$ cat src/design/rectangle_canvas_rasterizer_defines.svh
// assertion macros for the rectangle canvas rasterizer
// expects signals named clk and rst_n in the scope of use
`ifndef RECTANGLE_CANVAS_RASTERIZER_DEFINES_SVH
`define RECTANGLE_CANVAS_RASTERIZER_DEFINES_SVH

`ifndef SYNTHESIS
`define RCR_ASSERT_IMP(lbl, ante, cons, msg) \
  lbl: assert property (@(posedge clk) disable iff (!rst_n) (ante) |-> (cons)) \
    else $error(msg);
`define RCR_ASSERT_NXT(lbl, ante, cons, msg) \
  lbl: assert property (@(posedge clk) disable iff (!rst_n) (ante) |=> (cons)) \
    else $error(msg);
`else
`define RCR_ASSERT_IMP(lbl, ante, cons, msg)
`define RCR_ASSERT_NXT(lbl, ante, cons, msg)
`endif

`endif

$ cat src/design/rcr_pkg.sv
// shared types and constants for the rectangle canvas rasterizer
// no dependencies
`timescale 1ns / 1ps

package rcr_pkg;

  // port widths
  localparam int IN_DATA_W  = 128;
  localparam int OUT_DATA_W = 16;
  localparam int CFG_IDX_W  = 2;
  localparam int CFG_DATA_W = 9;

  // item kinds, carried in tuser
  localparam logic [1:0] KIND_CLEAR = 2'd0;
  localparam logic [1:0] KIND_DRAW  = 2'd1;
  localparam logic [1:0] KIND_READ  = 2'd2;

  // result status codes
  localparam logic [1:0] STAT_OK        = 2'd0;
  localparam logic [1:0] STAT_BAD_SIZE  = 2'd1;
  localparam logic [1:0] STAT_BAD_SHAPE = 2'd2;

  // configuration register indexes
  localparam logic [CFG_IDX_W-1:0] CFG_CANVAS_WIDTH  = 2'd0;
  localparam logic [CFG_IDX_W-1:0] CFG_CANVAS_HEIGHT = 2'd1;
  localparam logic [CFG_IDX_W-1:0] CFG_BACKGROUND    = 2'd2;

  localparam logic [7:0] BG_RESET     = 8'd32;
  localparam logic [7:0] CHAR_FILL    = 8'h52;  // 'R'
  localparam logic [7:0] CHAR_OUTLINE = 8'h72;  // 'r'

  // commands from controller to datapath
  typedef struct packed {
    logic load;      // latch the input transaction
    logic setup;     // derive box bounds, reset scan counters
    logic scan;      // visit one canvas cell
    logic mem_rd;    // read one canvas cell
    logic out_load;  // load the result register
  } rcr_cmd_t;

  // status from datapath to controller
  typedef struct packed {
    logic [1:0] kind;
    logic [1:0] status;
    logic       scan_last;
  } rcr_stat_t;

endpackage

$ cat src/design/rcr_ctrl.sv
// controller state machine of the rectangle canvas rasterizer
// depends on rcr_pkg; drives commands to rcr_datapath
`timescale 1ns / 1ps

module rcr_ctrl (
  input  logic               clk,
  input  logic               rst_n,
  input  logic               in_tvalid,
  output logic               in_tready,
  output logic               out_tvalid,
  input  logic               out_tready,
  input  rcr_pkg::rcr_stat_t stat,
  output rcr_pkg::rcr_cmd_t  cmd
);
  import rcr_pkg::*;

  typedef enum logic [5:0] {
    S_IDLE  = 6'b000001,
    S_SETUP = 6'b000010,
    S_CLEAR = 6'b000100,
    S_DRAW  = 6'b001000,
    S_RADDR = 6'b010000,
    S_DONE  = 6'b100000
  } state_t;

  state_t state_r, state_nxt;
  logic   out_valid_r, out_valid_nxt;

  always_comb begin
    state_nxt = state_r;
    cmd       = '0;
    unique case (state_r)
      S_IDLE: begin
        if (in_tvalid) begin
          cmd.load  = 1'b1;
          state_nxt = S_SETUP;
        end
      end
      S_SETUP: begin
        cmd.setup = 1'b1;
        case (stat.kind)
          KIND_CLEAR: state_nxt = S_CLEAR;
          KIND_DRAW:  state_nxt = (stat.status == STAT_OK) ? S_DRAW : S_DONE;
          KIND_READ:  state_nxt = S_RADDR;
          default:    state_nxt = S_DONE;
        endcase
      end
      S_CLEAR, S_DRAW: begin
        cmd.scan = 1'b1;
        if (stat.scan_last) begin
          state_nxt = S_DONE;
        end
      end
      S_RADDR: begin
        cmd.mem_rd = 1'b1;
        state_nxt  = S_DONE;
      end
      S_DONE: begin
        // wait for the result register to drain
        if (!out_valid_r || out_tready) begin
          cmd.out_load = 1'b1;
          state_nxt    = S_IDLE;
        end
      end
      default: state_nxt = S_IDLE;
    endcase
  end

  always_comb begin
    out_valid_nxt = out_valid_r;
    if (cmd.out_load) begin
      out_valid_nxt = 1'b1;
    end else if (out_tready) begin
      out_valid_nxt = 1'b0;
    end
  end

  always_ff @(posedge clk) begin
    if (!rst_n) begin
      state_r     <= S_IDLE;
      out_valid_r <= 1'b0;
    end else begin
      state_r     <= state_nxt;
      out_valid_r <= out_valid_nxt;
    end
  end

  assign in_tready  = (state_r == S_IDLE);
  assign out_tvalid = out_valid_r;

endmodule

$ cat config.mk
export PLATFORM = sky130hd
export DESIGN_NAME = rcr_ctrl
export DESIGN_NICKNAME = d
export VERILOG_FILES = /design/src/design/rectangle_canvas_rasterizer_defines.svh /design/src/design/rcr_pkg.sv /design/src/design/rcr_ctrl.sv
export SDC_FILE = /design/constraint.sdc
export NUM_CORES = 1
export LEC_CHECK = 0
export ABC_AREA = 1
export BUFFER_PORTS_ARGS = -buffer_cell sky130_fd_sc_hd__buf_2
export CAP_MARGIN = 20
export CORE_AREA = 2 2 39 41
export DETAILED_ROUTE_END_ITERATION = 10
export DIE_AREA = 0 0 41 43
export PLACE_DENSITY = 0.64
export SYNTH_ARGS = -nofsm -noshare
export SYNTH_HDL_FRONTEND = slang
export SYNTH_SLANG_ARGS = --single-unit
$ cat constraint.sdc
create_clock -name clk -period 2.7 [get_ports clk]
set_input_delay 0.405 -clock clk [delete_from_list [all_inputs] [get_ports clk]]
set_output_delay 0.405 -clock clk [all_outputs]
set_load 0.1 [all_outputs]
==> reports/summary.txt <==
Status: complete, no violations
Asr flop ratio synth: 0%
R2R Setup Slk: 1.50 ns
Multiplexer area fraction after synthesis: 0%
RR Startpoint: state_r[4]$_SDFFE_PN0P_
Iter 0 DRT Violations: 7
Via/cell ratio: 4.582
Pint: 313.1 uW
CP startpoint kind: flop
Clock-pin slew of the registers on the worst-case setup and hold paths: 0.06 ns
Max incr delay on CP: 0.47 ns
Crit path buffers/inverters: 1
Post-synth EDFFs: 0
Slowest CP cell: buf_2
I/O Pins: 16
GP Congestion: 0.7003
Port bufs: 15
Maximum vdd drop: 771.9 uV
Min Tclk post-route: 1.942 ns
Vias post-DR: 504
DIE AREA: 0.001763 mm2
Worst Skew: 0.007650 ns
Fin. Hold Viols: 0
Avg WL per Cell: 9.464 um
CTS H-tree lvls: 1
Die width: 41 um
PD cells: 1316 mW/mm2
Worst endpoint required time: 2.30 ns
Period Utilization, post-route: 71.94%
WHS Endpoint: state_r[3]$_SDFFE_PN0P_
Post-DP HPWL: 905.3 um
Max Clk Rate: 0.5148 GHz
Sequential Power Share: 21.2%
Worst EP arrival: 1.54 ns
Mapped cell area: 505.5 um2
Simple-Gate Fraction of Synth Area: 60.15%
Die height: 43 um
Xor/xnor share of the synthesized area: 0%
Unrepaired setup endpoints after global routing: false
Sw Pwr: 503.8 uW
Leading area contributor after synthesis: dfxtp_1
Standard-cell row count: 14
Sw Share: 61.67%
Count of cell types in the netlist: 17
ANT cells: 0
Synth Area in Adders: 0%
Clock Tree Buf Depth: 2
Fill cell count: 152
Final nets: 104
Area added between synthesis and finish: 22.77%
Total gr overflow: 0
Yosys reg bits: 7
Max_cap viols: 0
Hold_sp: rst_n
Complex-gate fraction of the synthesized area: 0.9901%
Pleak: 0.0003270 uW
Gr usage total: 15.48%
Hold Crit Class: in -> reg
Initial antenna violation count: 0
Post-CTS setup buffer count: 0
Worst path top cell family by delay: simple AND/OR/NAND/NOR gates
Cts hold-fix bufs: 0
Combinational family with the most area after synthesis: simple AND/OR/NAND/NOR gates
Max Slew Vio Count: 0
WHS Path Cells: 3
CTS Buf Count: 3
Core area: 0.001384 mm2
Clock power share: 11.5%
Max-Slew Margin vs Limit: 67.90%
Drt pass-1 iters: 6
Worst setup EP type: output port
Vias in the first global route: 477
Clock Latency Late Sink: 0.25 ns
Routed Antenna Nets: 0
# resized after CTS: 0
Synthesized netlist net count: 85
TritonCTS Sinks: 7
Post-Synthesis Cells: 76
CP cell instances: nor2_4, nand2_1, nor4_2, buf_2
Setup-failing EPs final: 0
Largest net degree at the start of global routing: 9
Max FO, Critical Path: 6
CTS root buffer: clkbuf_4
Multi-input logic area: 309.0 um2
Final WL: 1.041 mm
Cell count of the worst reg-to-reg path: 8
Synth cell count leaders: 16 x nand2_1, 16 x nor2_1, 12 x inv_1, 7 x dfxtp_1, 5 x nor2_4
Top-area cell type share of the netlist area: 27.72%
Yosys Warn Count: 0
Synthesized area per cell: 6.651 um2
Worst r2r dst: state_r[0]$_SDFFE_PN1P_
Layout cell share with drive strength beyond 1: 34.04%
Synth Flop Type: dfxtp_1
Initial Util: 36.53%
Worst Tran Pin Value: 0.4848 ns
CTS tree: yes
First-pass GRT wire length: 1.835 mm
Hold_ws: 0.4046 ns
Setup CP Type: reg -> out
Final TNS setup: 0 ns
Drc violations: 0
Sequential fraction of the synthesis area: 27.72%
Register area: 140.1 um2
Gate power share: 67.3%
Synth top area cells: dfxtp_1 28%, nand2_1 12%, nor2_1 12%
==> sequential cells by signal, summed over array words and instances, names as in the netlist <==
name	cells
state_r	6
out_tvalid	1
==> worst reg2reg max path: cells and delay by family, from the launching register on <==
family | cells | cell delay [ns]
flip-flops | 1 | 0.36
AND/OR/NAND/NOR | 8 | 0.73
==> routing by layer <==
metal  routed length [um]  up-vias  global-route usage (%)
met4                   14        0                   8.000
met1                  469      221                   18.39
met3                   47        2                   3.141
li1                     -      269                       -
met5                    0        -                       0
met2                  509       12                   24.69
==> cells in the final DEF (no fill, tap or decap) <==
master	n
a21oi_1	1
buf_2	15
clkbuf_4	3
clkinv_2	1
dfxtp_1	7
inv_1	12
inv_2	1
nand2_1	16
nand2_2	2
nand2_4	1
nand3_1	3
nand3_4	1
nand4_1	4
nor2_1	16
nor2_2	1
nor2_4	5
nor3_1	3
nor3b_2	1
nor4_2	1
==> worst max-delay path by stage <==
stage                                  from  endpoint  cells past startpoint
global placement                 out_tready    cmd[0]                      4
global route        state_r[2]$_SDFFE_PN0P_    cmd[0]                      4
CTS                 state_r[2]$_SDFFE_PN0P_    cmd[0]                      4
finish              state_r[2]$_SDFFE_PN0P_    cmd[0]                      4
floorplan           state_r[0]$_SDFFE_PN1P_    cmd[4]                      4
detailed placement  state_r[2]$_SDFFE_PN0P_    cmd[0]                      4
==> final cells by class <==
cell class / instances / share of cell area [%]
Tap cell: 16 / 3.226
Clock inverter: 1 / 0.8065
Multi-Input combinational cell: 55 / 49.80
Timing Repair Buffer: 15 / 12.10
Sequential cell: 7 / 22.58
Clock buffer: 3 / 3.629
Inverter: 13 / 7.863
==> power by group through the flow <==
stage,Sequential (uW),Combinational [uW],Clock (uW)
6_report,173,550,94.2
5_1_grt,178,598,104
4_1_cts,173,555,97.4
3_5_place_dp,175,554,0
3_3_place_gp,173,548,0
2_1_floorplan,178,467,0
==> logic make-up (layout without fill, tap and decap cells) <==
group	count (synthesis)	after routing
DFF	7	7
buffers and inverters	14	32
and+or+nand+nor	54	54
AOI/OAI and AO/OA	1	1
==> stage by stage <==
stage                     utilization, %  setup slack (ns)  cell area [um2]  total power (uW)  cells
after floorplan                        -            0.3807            505.5             645.8     76
after global placement             42.86             1.059            593.1             721.1    106
after detailed placement           42.86             1.016            593.1             729.3    106
after CTS                          44.85            0.7339            620.6             825.5    110
after global routing               44.85            0.6445            620.6             879.6    110
final                              44.85            0.7575            620.6             817.0    110
(Power assumes the default switching activity.)
